## config.mk

```make
export PLATFORM = sky130hd
export DESIGN_NAME = circular_double_ended_queue
export DESIGN_NICKNAME = d
export VERILOG_FILES = /design/src/design/cdeq_pkg.sv /design/src/design/cdeq_cell.sv /design/src/design/cdeq_ctrl.sv /design/src/design/circular_double_ended_queue.sv
export SDC_FILE = /design/constraint.sdc
export NUM_CORES = 1
export LEC_CHECK = 0
export BUFFER_PORTS_ARGS = -buffer_cell sky130_fd_sc_hd__buf_4
export CORE_MARGIN = 5
export CORE_UTILIZATION = 25
export CTS_CLUSTER_SIZE = 8
export DETAILED_ROUTE_END_ITERATION = 10
export PLACE_DENSITY_LB_ADDON = 0.15
export SYNTH_ARGS = -nofsm -noshare
export SYNTH_HDL_FRONTEND = slang
export SYNTH_SLANG_ARGS = --single-unit
```

## constraint.sdc

```tcl
create_clock -name clk -period 7.6 [get_ports clk]
set_input_delay 0 -clock clk [delete_from_list [all_inputs] [get_ports clk]]
set_output_delay 0 -clock clk [all_outputs]
set_load 0.005 [all_outputs]
```

## src/design/cdeq_pkg.sv

```systemverilog
// ----------------------------------------------------------------------------
// cdeq_pkg
// Shared types, constants and index helpers for the circular deque.
// ----------------------------------------------------------------------------
`default_nettype none

package cdeq_pkg;

  localparam int DEPTH      = 16;
  localparam int DATA_WIDTH = 32;
  localparam int IDX_W      = (DEPTH > 1) ? $clog2(DEPTH) : 1;
  localparam int CAP_W      = $clog2(DEPTH + 1);

  // command codes
  localparam logic [1:0] CMD_PUSH_FRONT = 2'd0;
  localparam logic [1:0] CMD_PUSH_REAR  = 2'd1;
  localparam logic [1:0] CMD_POP_FRONT  = 2'd2;
  localparam logic [1:0] CMD_POP_REAR   = 2'd3;

  // status codes
  localparam logic [1:0] ST_OK        = 2'd0;
  localparam logic [1:0] ST_OVERFLOW  = 2'd1;
  localparam logic [1:0] ST_UNDERFLOW = 2'd2;

  // source of the popped value in a result item
  typedef enum logic [1:0] {
    VAL_ZERO = 2'd0,
    VAL_ONES = 2'd1,
    VAL_READ = 2'd2
  } val_sel_t;

  typedef struct packed {
    logic [1:0]            command;
    logic signed [31:0]    push_value;
  } in_item_t;

  typedef struct packed {
    logic signed [31:0]    popped_value;
    logic [1:0]            status;
    logic                  now_empty;
  } out_item_t;

  // control broadcast along the cell row
  typedef struct packed {
    logic             wr_en;
    logic [IDX_W-1:0] wr_idx;
    logic [IDX_W-1:0] rd_idx;
  } cell_ctl_t;

  // result control from the index unit
  typedef struct packed {
    val_sel_t   val_sel;
    logic [1:0] status;
    logic       now_empty;
  } res_ctl_t;

  // step an index forward, wrapping at the capacity
  function automatic logic [IDX_W-1:0] step_up(input logic [IDX_W-1:0] idx,
                                               input logic [CAP_W-1:0] cap);
    logic [CAP_W:0] nxt;
    nxt = {{(CAP_W+1-IDX_W){1'b0}}, idx} + {{CAP_W{1'b0}}, 1'b1};
    if (nxt >= {1'b0, cap}) begin
      return '0;
    end
    return IDX_W'(nxt);
  endfunction

  // step an index back, wrapping to the last used entry
  function automatic logic [IDX_W-1:0] step_down(input logic [IDX_W-1:0] idx,
                                                 input logic [CAP_W-1:0] cap);
    logic [CAP_W:0] wide;
    wide = {{(CAP_W+1-IDX_W){1'b0}}, idx};
    if (idx == '0 || wide > {1'b0, cap}) begin
      return IDX_W'(cap - CAP_W'(1));
    end
    return idx - IDX_W'(1);
  endfunction

endpackage

`default_nettype wire

```

## src/design/cdeq_cell.sv

```systemverilog
// ----------------------------------------------------------------------------
// cdeq_cell
// One storage cell of the deque row: holds one element, writes it when
// addressed, and passes the read bus on to its neighbor.
// ----------------------------------------------------------------------------
`default_nettype none

module cdeq_cell
  import cdeq_pkg::*;
(
  input  wire logic                  clk,
  input  wire logic [IDX_W-1:0]      cell_idx,
  input  wire cell_ctl_t             ctl,
  input  wire logic [DATA_WIDTH-1:0] wr_data,
  input  wire logic [DATA_WIDTH-1:0] rd_in,
  output logic [DATA_WIDTH-1:0]      rd_out
);

  logic [DATA_WIDTH-1:0] data_r;

  // capture the element when this cell is addressed
  always_ff @(posedge clk) begin
    if (ctl.wr_en && ctl.wr_idx == cell_idx) begin
      data_r <= wr_data;
    end
  end

  // drive the read bus when selected, else pass the neighbor's value
  assign rd_out = (ctl.rd_idx == cell_idx) ? data_r : rd_in;

endmodule

`default_nettype wire

```

## src/design/cdeq_ctrl.sv

```systemverilog
// ----------------------------------------------------------------------------
// cdeq_ctrl
// Head/tail index unit: holds the indices, empty mark and capacity, and
// decides per item which cell to write or read and what to report.
// ----------------------------------------------------------------------------
`default_nettype none

module cdeq_ctrl
  import cdeq_pkg::*;
(
  input  wire logic             clk,
  input  wire logic             rst_n,
  input  wire logic             cfg_we,
  input  wire logic [CAP_W-1:0] cfg_cap,
  input  wire logic             item_go,
  input  wire logic [1:0]       command,
  output cell_ctl_t             cell_ctl,
  output res_ctl_t              res_ctl
);

  logic [IDX_W-1:0] head_r, head_nxt;
  logic [IDX_W-1:0] tail_r, tail_nxt;
  logic             empty_r, empty_nxt;
  logic [CAP_W-1:0] cap_r;
  logic [CAP_W-1:0] cap_eff;
  logic             full;
  logic             is_push;

  // clamp the capacity to 1..DEPTH
  always_comb begin
    if (cap_r == '0) begin
      cap_eff = CAP_W'(1);
    end else if (cap_r > CAP_W'(DEPTH)) begin
      cap_eff = CAP_W'(DEPTH);
    end else begin
      cap_eff = cap_r;
    end
  end

  assign is_push = (command == CMD_PUSH_FRONT) || (command == CMD_PUSH_REAR);
  assign full    = !empty_r && (step_up(tail_r, cap_eff) == head_r);

  // work out next indices, cell access and result
  always_comb begin
    head_nxt         = head_r;
    tail_nxt         = tail_r;
    empty_nxt        = empty_r;
    cell_ctl.wr_en   = 1'b0;
    cell_ctl.wr_idx  = '0;
    cell_ctl.rd_idx  = head_r;
    res_ctl.val_sel  = VAL_ZERO;
    res_ctl.status   = ST_OK;

    if (is_push) begin
      if (full) begin
        res_ctl.status = ST_OVERFLOW;
      end else if (empty_r) begin
        head_nxt       = '0;
        tail_nxt       = '0;
        empty_nxt      = 1'b0;
        cell_ctl.wr_en = 1'b1;
      end else if (command == CMD_PUSH_FRONT) begin
        head_nxt        = step_down(head_r, cap_eff);
        cell_ctl.wr_en  = 1'b1;
        cell_ctl.wr_idx = head_nxt;
      end else begin
        tail_nxt        = step_up(tail_r, cap_eff);
        cell_ctl.wr_en  = 1'b1;
        cell_ctl.wr_idx = tail_nxt;
      end
    end else begin
      if (empty_r) begin
        res_ctl.status  = ST_UNDERFLOW;
        res_ctl.val_sel = VAL_ONES;
      end else begin
        res_ctl.val_sel = VAL_READ;
        cell_ctl.rd_idx = (command == CMD_POP_FRONT) ? head_r : tail_r;
        if (head_r == tail_r) begin
          head_nxt  = '0;
          tail_nxt  = '0;
          empty_nxt = 1'b1;
        end else if (command == CMD_POP_FRONT) begin
          head_nxt = step_up(head_r, cap_eff);
        end else begin
          tail_nxt = step_down(tail_r, cap_eff);
        end
      end
    end

    // drop writes unless an item is actually taken
    if (!item_go) begin
      cell_ctl.wr_en = 1'b0;
    end
    res_ctl.now_empty = empty_nxt;
  end

  // advance state on each accepted item; load the capacity on a config write
  always_ff @(posedge clk) begin
    if (!rst_n) begin
      head_r  <= '0;
      tail_r  <= '0;
      empty_r <= 1'b1;
      cap_r   <= CAP_W'(DEPTH);
    end else begin
      if (cfg_we) begin
        cap_r <= cfg_cap;
      end
      if (item_go) begin
        head_r  <= head_nxt;
        tail_r  <= tail_nxt;
        empty_r <= empty_nxt;
      end
    end
  end

endmodule

`default_nettype wire

```

## src/design/circular_double_ended_queue.sv

```systemverilog
// ----------------------------------------------------------------------------
// circular_double_ended_queue
// Double-ended queue over a row of storage cells, with wrap at a
// configurable capacity and one result item per command item.
// ----------------------------------------------------------------------------
//   channel | ports                         | payload
//   --------+-------------------------------+---------------------------------
//   input   | in_valid / in_ready / in_data | command, push_value
//   result  | out_valid/out_ready/out_data  | popped_value, status, now_empty
//   config  | cfg_valid/cfg_ready/cfg_data  | capacity_in_use (5 bits)
//
// One item per cycle while the result side is not stalled: index update,
// cell write and cell read all finish in the cycle the item is taken; the
// result lands in the output register. A stalled result holds the input side
// only while the output register is full and out_ready is low.
// Synchronous reset empties the queue and sets the capacity to 16; stored
// elements are not cleared. cfg_ready is always high.
// ----------------------------------------------------------------------------
`default_nettype none

module circular_double_ended_queue
  import cdeq_pkg::*;
(
  input  wire logic             clk,
  input  wire logic             rst_n,
  input  wire logic             in_valid,
  output logic                  in_ready,
  input  wire in_item_t         in_data,
  output logic                  out_valid,
  input  wire logic             out_ready,
  output out_item_t             out_data,
  input  wire logic             cfg_valid,
  output logic                  cfg_ready,
  input  wire logic [CAP_W-1:0] cfg_data
);

  cell_ctl_t             cell_ctl;
  res_ctl_t              res_ctl;
  logic                  item_go;
  logic [DATA_WIDTH-1:0] rd_chain [DEPTH+1];
  logic [DATA_WIDTH-1:0] pop_val;
  out_item_t             out_r;
  logic                  out_valid_r;

  assign cfg_ready = 1'b1;
  assign in_ready  = !out_valid_r || out_ready;
  assign item_go   = in_valid && in_ready;

  cdeq_ctrl u_ctrl (
    .clk      (clk),
    .rst_n    (rst_n),
    .cfg_we   (cfg_valid),
    .cfg_cap  (cfg_data),
    .item_go  (item_go),
    .command  (in_data.command),
    .cell_ctl (cell_ctl),
    .res_ctl  (res_ctl)
  );

  // row of storage cells; the read bus ripples from cell to cell
  assign rd_chain[0] = '0;
  for (genvar i = 0; i < DEPTH; i++) begin : g_cell
    cdeq_cell u_cell (
      .clk      (clk),
      .cell_idx (IDX_W'(i)),
      .ctl      (cell_ctl),
      .wr_data  (DATA_WIDTH'(in_data.push_value)),
      .rd_in    (rd_chain[i]),
      .rd_out   (rd_chain[i+1])
    );
  end

  // select the popped value
  always_comb begin
    case (res_ctl.val_sel)
      VAL_ONES: pop_val = '1;
      VAL_READ: pop_val = rd_chain[DEPTH];
      default:  pop_val = '0;
    endcase
  end

  // hold the result until taken
  always_ff @(posedge clk) begin
    if (!rst_n) begin
      out_valid_r <= 1'b0;
    end else if (item_go) begin
      out_valid_r <= 1'b1;
    end else if (out_ready) begin
      out_valid_r <= 1'b0;
    end
  end

  always_ff @(posedge clk) begin
    if (item_go) begin
      out_r.popped_value <= 32'(pop_val);
      out_r.status       <= res_ctl.status;
      out_r.now_empty    <= res_ctl.now_empty;
    end
  end

  assign out_valid = out_valid_r;
  assign out_data  = out_r;

endmodule

`default_nettype wire
```

* Word level (Yosys, flattened, before mapping)
Cells that the tools add are included.
Storage, ports and cells: input bits 44, output and inout bits 38, register bits after elaboration 562
Operators by class: magnitude comparators 5, multiplexer cells 82, $add $sub $neg 5, reduce and logical (&&, ||, !) cells 34, equal/unequal tests 41
Operators with widths (number):
- 2-to-1 mux 32 bit | 16
- 2-to-1 mux 4 bit | 28
- equality test 4 bit, second input constant | 16
- one-hot mux 32 bit (2 select lines) | 1
- equality test 4 x 3 -> 1 bit, second input constant | 8
- 2-to-1 mux 1 bit | 29
- 2-to-1 mux 5 bit | 4
- logical AND 1 bit | 18
- equality test 4 x 2 -> 1 bit, second input constant | 4
- zero test 4 bit | 4
- subtractor 4 x 1 -> 4 bit, second input constant | 3
- adder 4 x 1 -> 5 bit, second input constant | 2
- >= comparator 5 bit | 2
- greater-than comparator 4 x 5 -> 1 bit | 2
- AND reduction 5 bit | 2
- inequality test 3 x 2 -> 1 bit, second input constant | 3
- equality test 4 x 1 -> 1 bit, second input constant | 2
- equality test 4 bit | 2
- 2-to-1 mux 2 bit | 4
- greater-than comparator 5 bit, second input constant | 1
- zero test 5 bit | 1
- equality test 2 x 1 -> 1 bit, second input constant | 2
- equality test 2 bit, second input constant | 2
- logical OR 1 bit | 4
- other kinds (5) | 7

* Logic depth before layout (Yosys ltp)
Gate-level depths: netlist of run 1.
word-level depth 22, depth in mapped cells 12, gate-level depth less buffers 11

* By module
Synthesis of run 1 repeated with hierarchy kept, for this count alone.
Second synthesis, totals: cell total of the unflattened synthesis 1620, area, all modules 26753.2 um^2
By module, submodules not included:
- cdeq_cell | cells each 78, times used 16, area an instance 1456.4 um^2
- cdeq_ctrl | cells each 252, times used 1, area an instance 1956.9 um^2
- circular_double_ended_queue | cells each 120, times used 1, area an instance 1493.9 um^2

* Least setup slack after synthesis of run 1
No wires, ideal clock.
path type reg-to-reg, start point reg u_ctrl.tail_r[1], end point reg g_cell[13].u_cell.data_r[0] (enable), required time 7.098 ns, stages on the path, launching flop included 12, buffers on the path 1, setup time 0.502 ns, setup slack 1.365 ns, data arrival time 5.733 ns, cells stage by stage dfxtp_1 -> clkbuf_1 -> inv_1 -> ha_1 -> ha_1 -> a21o_1 -> a31oi_2 -> o21ai_2 -> mux2_4 -> a31o_4 -> nand4bb_1 -> nor4_1
On the way: longest elaborated chain between the ends 14, elaborated cells between the ends (all ways) 18, classes of those cells add/sub (1); order compare (1); eq/ne (2); mux (12); reduce/logical (2)
Ends and longest elaborated chain:
- start, declared | line cdeq_ctrl.sv:22 | logic [IDX_W-1:0] tail_r, tail_nxt;
- start signal, assigned | line cdeq_ctrl.sv:110 | tail_r <= tail_nxt;
- adder 4 x 1 -> 5 bit * | line cdeq_pkg.sv:61 | nxt = {{(CAP_W+1-IDX_W){1'b0}}, idx} + {{CAP_W{1'b0}}, 1'b1};
- >= comparator 5 bit | line cdeq_pkg.sv:62 | if (nxt >= {1'b0, cap}) begin
- 2-to-1 mux 1 bit | line cdeq_pkg.sv:62
- 2-to-1 mux 1 bit | line cdeq_ctrl.sv:62 | end else if (command == CMD_PUSH_FRONT) begin
- 2-to-1 mux 1 bit | line cdeq_ctrl.sv:57 | end else if (empty_r) begin
- 2-to-1 mux 1 bit | line cdeq_ctrl.sv:55 | if (full) begin
- 2-to-1 mux 1 bit | line cdeq_ctrl.sv:54 | if (is_push) begin
- 2-to-1 mux 4 bit | line cdeq_pkg.sv:65 | return IDX_W'(nxt);
- 2-to-1 mux 4 bit | line cdeq_ctrl.sv:62
- 2-to-1 mux 4 bit | line cdeq_ctrl.sv:57
- 2-to-1 mux 5 bit * | line cdeq_ctrl.sv:55
- 2-to-1 mux 5 bit * | line cdeq_ctrl.sv:54
- equality test 4 bit | line cdeq_cell.sv:23 | if (ctl.wr_en && ctl.wr_idx == cell_idx) begin
- logical AND 1 bit * | line cdeq_cell.sv:23
- end signal, assigned | line cdeq_cell.sv:24 | data_r <= wr_data;
- end, declared | line cdeq_cell.sv:19 | logic [DATA_WIDTH-1:0] data_r;
Every way passes the cells marked *; elsewhere a longest branch is shown, timed or not. The select of a mux whose other input is x is not followed. A chain may end at the register's enable or synchronous reset.

* Worst setup path in the final report of run 1
start point reg u_ctrl.tail_r[1], end point reg g_cell[0].u_cell.data_r[1] (enable)
On the way: longest elaborated chain between the ends 14, elaborated cells between the ends (all ways) 18, classes of those cells add/sub (1); order compare (1); eq/ne (1); mux (12); reduce/logical (3)
Ends and longest elaborated chain (line):
- adder 4 x 1 -> 5 bit * | cdeq_pkg.sv:61
- >= comparator 5 bit | cdeq_pkg.sv:62
- 2-to-1 mux 1 bit | cdeq_pkg.sv:62
- 2-to-1 mux 1 bit | cdeq_ctrl.sv:62
- 2-to-1 mux 1 bit | cdeq_ctrl.sv:57
- 2-to-1 mux 1 bit | cdeq_ctrl.sv:55
- 2-to-1 mux 1 bit | cdeq_ctrl.sv:54
- 2-to-1 mux 4 bit | cdeq_pkg.sv:65
- 2-to-1 mux 4 bit | cdeq_ctrl.sv:62
- 2-to-1 mux 4 bit | cdeq_ctrl.sv:57
- 2-to-1 mux 5 bit * | cdeq_ctrl.sv:55
- 2-to-1 mux 5 bit * | cdeq_ctrl.sv:54
- zero test 4 bit | cdeq_cell.sv:23
- logical AND 1 bit * | cdeq_cell.sv:23
- end signal, assigned | cdeq_cell.sv:24
- end, declared | cdeq_cell.sv:19
Marked as above.

==> out/qor.csv, run 1 <==
metric,value,unit
synth_cell_types,87,
final_nets,1683,
swShare,23.1,%
ir_drop,0.154,mV
netlist_area,22800,um^2
async_flop_share,0,%
clockRootBuffer,clkbuf_16,
worst_setup_path_start_kind,register,
ys_top_cells_by_count,"547 x edfxtp_1, 113 x a22oi_1, 67 x nor2_1, 57 x a21oi_1, 56 x nand2_1",
crit_chain,"ha_1, xnor2_1, inv_1, ha_1, a21o_1, a31oi_2, o211ai_1, a221oi_1, a31o_4, o21ba_2, nor2_4, buf_4",
clock.fmax,202,MHz
dieArea,97500,um^2
rsz0062_at_grt,false,
tightest_slew,1.17,ns
ant_nets,0,
post-place-ws,2.63,ns
tns,0,ns
avgSynthCellArea,15.8,um^2
clock-sinks,562,
fp.dieW,312,um
ys_ff_latch,562,
clk_latency,0.62,ns
h-tree-depth,3,
crit_arrival,5.24,ns
min_period,4.95,ns
grt_pass1_vias,14700,
detail_route.wl_per_cell,27.2,um
min_period_over_period,65.1,%
setup_slack,2.65,ns
worst-endpoint-required,7.89,ns
r2r_start,u_ctrl.tail_r[1],
yosysWarnings,0,
numCtsBuffers,80,
cp_common_cell,ha_1,
finalWirelength,76.3,mm
slowest_delay,0.90,ns
final.setup_skew,0.0303,ns
stdcell_area,27600,um^2
drive_gt1_share,17.4,%
placed_area,25000,um^2
syn_inst,1446,
comb_power_share,7.9,%
crit_start,u_ctrl.tail_r[1],
grt_overflow,0,
grt_max_degree,43,
leakagePower,0.00888,uW
rrSetupSlack,2.65,ns
dp_hpwl,44.4,mm
vias_per_cell,5.07,
cp-end-kind,register,
rows,110,
start_util,25.3,%
first_pass_iters,8,
maxSlewHeadroom,19.9,%
grt_usage,15.3,%
die_h,312,um
clkPwrFrac,43.8,%
synth-edff-count,547,
io_buffers,80,
core_area,90400,um^2
n_antenna_cell,0,
syn_nets,1515,
drv_cap,0,
cts_buffer_depth,3,
p_int,5540,uW
setup_viol,0,
powerDensity,261,nW/um^2
ff2ff_path_depth,12,
fin_util,30.5,%
synthTopCellsByArea,"edfxtp_1 72%, a22oi_1 3.7%, ha_1 1.4%",
seq_power_share,48.2,%
r2r-end,g_cell[0].u_cell.data_r[1],
place.gp.congestion,0.759,
ys_seq_area_share,73.2,%
ioPinCount,82,
crit_path_max_fanout,25,
cts_tree,done,
hold_viol,0,
antenna_found_initial,1,
yosysMostFrequentCell,edfxtp_1,
synth-main-ff-cell,edfxtp_1,
drtIter0Drc,1101,
grt_pass1_wl,109,mm
criticalPathCategory,register to register,
vias,14200,
synth_top_area_share,71.9,%
drv_slew,0,
hold_class,primary input to register,
area_growth,20.8,%
yosysTopAreaCell,edfxtp_1,
status,"complete, no violations",
clk_pin_slew_worst_paths,0.05,ns
switchingPower,1660,uW
crit_slowest_cell,dfxtp_1,
critPathCapture,g_cell[0].u_cell.data_r[1],
drcViolationCount,0,
[logic make-up after synthesis]
logic type,after synthesis,share of synthesized area [%]
DFF,562,73.2
AOI/OAI and AO/OA,432,13.9
and+or+nand+nor,262,6.18
buffers and inverters,105,2.36
muxes,46,2.42
adders and majority gates,25,1.37
xor gates and xnor gates,13,0.531
other,1,0.0164
[what timing repair did]
item | in CTS | in global routing
gates resized for setup | 0 | 0
hold buffers | 51 | 0
buffers inserted | 0 | 0
endpoints found under the hold margin | 522 | 0
[worst min-delay path by stage]
stage | end | startpoint | cells after the start | slack, ns
final | u_ctrl.head_r[0] | in_data[32] | 4 | 0.06
after global routing | u_ctrl.head_r[0] | in_data[32] | 4 | 0.06
after CTS | u_ctrl.head_r[0] | in_data[32] | 4 | 0.01
after detailed placement | u_ctrl.cap_r[1] | cfg_data[1] | 3 | 0.26
after global placement | u_ctrl.cap_r[1] | cfg_data[1] | 3 | 0.25
after floorplan | u_ctrl.empty_r | rst_n | 1 | 0.08
[final cells by class]
| cell class | count | area, um^2 |
|---|---|---|
| Sequential cell | 562 | 16700 |
| Inverter | 16 | 60.1 |
| Clock buffer | 89 | 2060 |
| Clock inverter | 7 | 83.8 |
| Multi-Input combinational cell | 779 | 5770 |
| Timing Repair Buffer | 175 | 1440 |
| Tap cell | 1176 | 1470 |
| Fill cell | 8849 | 62800 |
[registers in the layout, indices dropped and copies added (netlist names)]
register and count:
g_cell.u_cell.data_r 512, out_data 35, u_ctrl.cap_r 5, u_ctrl.head_r 4, u_ctrl.tail_r 4, out_valid 1, u_ctrl.empty_r 1
[layer usage]
metal	routed length, um	up-vias	GRT usage, %
met5	0	-	0
met4	1590	0	4.32
met3	3830	97	2.38
met2	36400	451	25.3
met1	34500	7391	21.0
li1	-	6288	-
[placed cells by master (no fill, tap or decap), drive strengths merged, types with 28 or more instances in the layout]
cell / Yosys / routed
edfxtp: 547 / 547
buf: 54 / 124
a22oi: 113 / 113
clkbuf: 35 / 89
nor2: 67 / 67
a21oi: 57 / 57
nand2: 56 / 56
dlygate4sd3: 0 / 51
o21ai: 47 / 47
o22ai: 33 / 33
nand3: 31 / 31
a221oi: 28 / 28
[power groups by stage]
stage / clock network (uW) / registers (uW) / logic [uW]
floorplan: 0 / 3520 / 302
global placement: 0 / 3530 / 553
detailed placement: 0 / 3530 / 553
CTS: 3250 / 3470 / 580
global route: 3380 / 3470 / 618
finish: 3160 / 3470 / 572
[worst max-delay path: cells and delay by family (launching register included)]
kind	cells	cell delay (ns)
AND/OR/NAND/NOR	1	0.68
XOR/XNOR	1	0.17
flip-flops	1	0.90
AO/OA/AOI/OAI	6	1.60
buffers and inverters	2	0.56
adder cells (fa/ha/maj)	2	0.67
[per-stage QoR]
step / std cells / hold WS [ns] / total power, uW
CTS: 2804 / 0.0140 / 7300
global route: 2804 / 0.0634 / 7470
floorplan: 1446 / 0.0762 / 3820
global placement: 2657 / 0.254 / 4080
detailed placement: 2657 / 0.259 / 4080
finish: 2804 / 0.0586 / 7200
No activity file was read; power rests on OpenSTA's default activity.
==> run 2, diff against run 1 <==
Clock period 7.6 ns to 5 ns, I/O delays scaled along.
==> out/qor.csv, run 2 (synthesis gave the netlist of run 1 again) <==
metric,value,unit,change
finalWirelength,78.7,mm,+3.1%
swShare,23.2,%,+0.097 points
ff2ff_path_depth,11,,-1
seq_power_share,47.3,%,-0.9 points
drive_gt1_share,18.1,%,+0.64 points
final_nets,1698,,+0.89%
worst_setup_path_start_kind,register,,
stdcell_area,27900,um^2,+0.97%
vias_per_cell,5.12,,+0.83%
clock.fmax,231,MHz,+14%
maxSlewHeadroom,25.2,%,+5.4 points
core_area,90400,um^2,unchanged
crit_chain,"inv_1, nand2_1, ha_1, a41oi_1, nor2_1, a2111oi_1, a2111oi_2, a211oi_1, o2111ai_1, nor3_4, buf_4",,
start_util,25.3,%,unchanged
placed_area,25200,um^2,+0.80%
min_period_over_period,86.6,%,+21 points
hold_class,primary input to register,,
vias,14500,,+1.6%
h-tree-depth,3,,unchanged
crit_slowest_cell,a2111oi_1,,
powerDensity,399,nW/um^2,+53%
dp_hpwl,49.0,mm,+10%
final_common_cell,edfxtp_1,,
drv_cap,0,,unchanged
layout_common_cells,"547 x edfxtp_1, 139 x buf_4, 113 x a22oi_1",,
hold_viol,0,,unchanged
min_period,4.33,ns,-0.623 ns
criticalPathCategory,register to register,,
ir_drop,0.203,mV,+32%
drtIter0Drc,1466,,+33%
io_buffers,80,,unchanged
first_pass_iters,7,,-1
p_int,8550,uW,+54%
grt_overflow,0,,unchanged
cp-end-kind,register,,
comb_power_share,8.2,%,+0.3 points
grt_max_degree,38,,-12%
grt_pass1_wl,112,mm,+2.6%
stdcell_count,2825,,+0.75%
clk_pin_slew_worst_paths,0.05,ns,about the same
total_power,11100,uW,+54%
drv_slew,0,,unchanged
cts_tree,done,,
regMostFlops,g_cell.u_cell.data_r,,
status,"complete, no violations",,
worst-endpoint-required,5.25,ns,-2.64 ns
numCtsBuffers,80,,unchanged
die_h,312,um,unchanged
place.gp.congestion,0.796,,+4.8%
setup_viol,0,,unchanged
largest_register_ff_count,512,,unchanged
clock-sinks,562,,unchanged
post-place-cells,2674,,+0.64%
slowest_delay,0.57,ns,-0.33 ns
grt_pass1_vias,14600,,-0.65%
ioPinCount,82,,unchanged
fp.dieW,312,um,unchanged
rows,110,,unchanged
clkPwrFrac,44.5,%,+0.7 points
antenna_found_initial,3,,+2
area_growth,22.0,%,
clk_latency,0.62,ns,about the same
rsz0062_at_grt,false,,
final.setup_skew,0.0205,ns,-0.00978 ns
clockRootBuffer,clkbuf_16,,
whs_path_depth,4,,unchanged
ant_nets,0,,unchanged
crit_path_max_fanout,20,,-20%
leakagePower,0.00905,uW,+1.9%
cts_resized,0,,unchanged
crit_arrival,4.58,ns,-0.66 ns
drcViolationCount,0,,unchanged
tightest_slew,1.10,ns,-0.0717 ns
switchingPower,2570,uW,+55%
dieArea,97500,um^2,unchanged
detail_route.wl_per_cell,27.9,um,+2.4%
cts_buffer_depth,3,,unchanged
grt_usage,15.7,%,+0.44 points
-- run 2: worst paths after layout --
path,start,endpoint,slack (ns)
setup reg to reg,u_ctrl.cap_r[4],g_cell[3].u_cell.data_r[16],0.67
setup / recovery,u_ctrl.cap_r[4],g_cell[3].u_cell.data_r[16],0.67
hold reg to reg,u_ctrl.head_r[1],u_ctrl.head_r[1],0.61
hold / removal,in_data[32],u_ctrl.head_r[0],0.05
-- run 2: power groups by stage --
stage | sequential (uW) | clock, uW | combinational, uW
after floorplan | 5350 | 0 | 462
after global placement | 5350 | 0 | 890
after detailed placement | 5350 | 0 | 890
after CTS | 5260 | 5090 | 929
after global routing | 5260 | 5280 | 986
final | 5260 | 4940 | 912
-- run 2: through the flow --
step | utilization [%] | hold slack [ns] | TNS, ns | worst slack [ns]
floorplan | - | 0.0762 | -48.56 | -0.660
global placement | 27.8 | 0.253 | 0 | 0.782
detailed placement | 27.8 | 0.259 | 0 | 0.730
CTS | 30.8 | 0.0164 | 0 | 0.694
global route | 30.8 | 0.0346 | 0 | 0.398
finish | 30.8 | 0.0464 | 0 | 0.672
-- run 2: what timing repair did --
action,in CTS,in global routing
hold buffers,49,0
buffers inserted,0,0
hold endpoints to repair,521,0
-- run 2: worst max-delay path: cells and delay by family (launching register included) --
kind                     cells  cell delay (ns)
AND/OR/NAND/NOR              3             0.74
AO/OA/AOI/OAI                5             1.76
buffers and inverters        2             0.62
adder cells (fa/ha/maj)      1             0.32
flip-flops                   1             0.50
-- run 2: metal layers --
layer / share of wire (%) / global-route usage, % / up-vias
met4: 1.6 / 3.44 / 0
met5: 0 / 0 / -
met3: 5.3 / 2.68 / 93
met1: 45 / 22.0 / 7580
li1: - / - / 6315
met2: 48 / 25.8 / 465
-- run 2: final cells by class --
| cell class | count | area [um^2] |
|---|---|---|
| Inverter | 16 | 60.1 |
| Sequential cell | 562 | 16700 |
| Fill cell | 8812 | 62600 |
| Timing Repair Buffer | 190 | 1570 |
| Antenna cell | 1 | 2.50 |
| Clock buffer | 97 | 2150 |
| Tap cell | 1176 | 1470 |
| Clock inverter | 4 | 73.8 |
| Multi-Input combinational cell | 779 | 5810 |
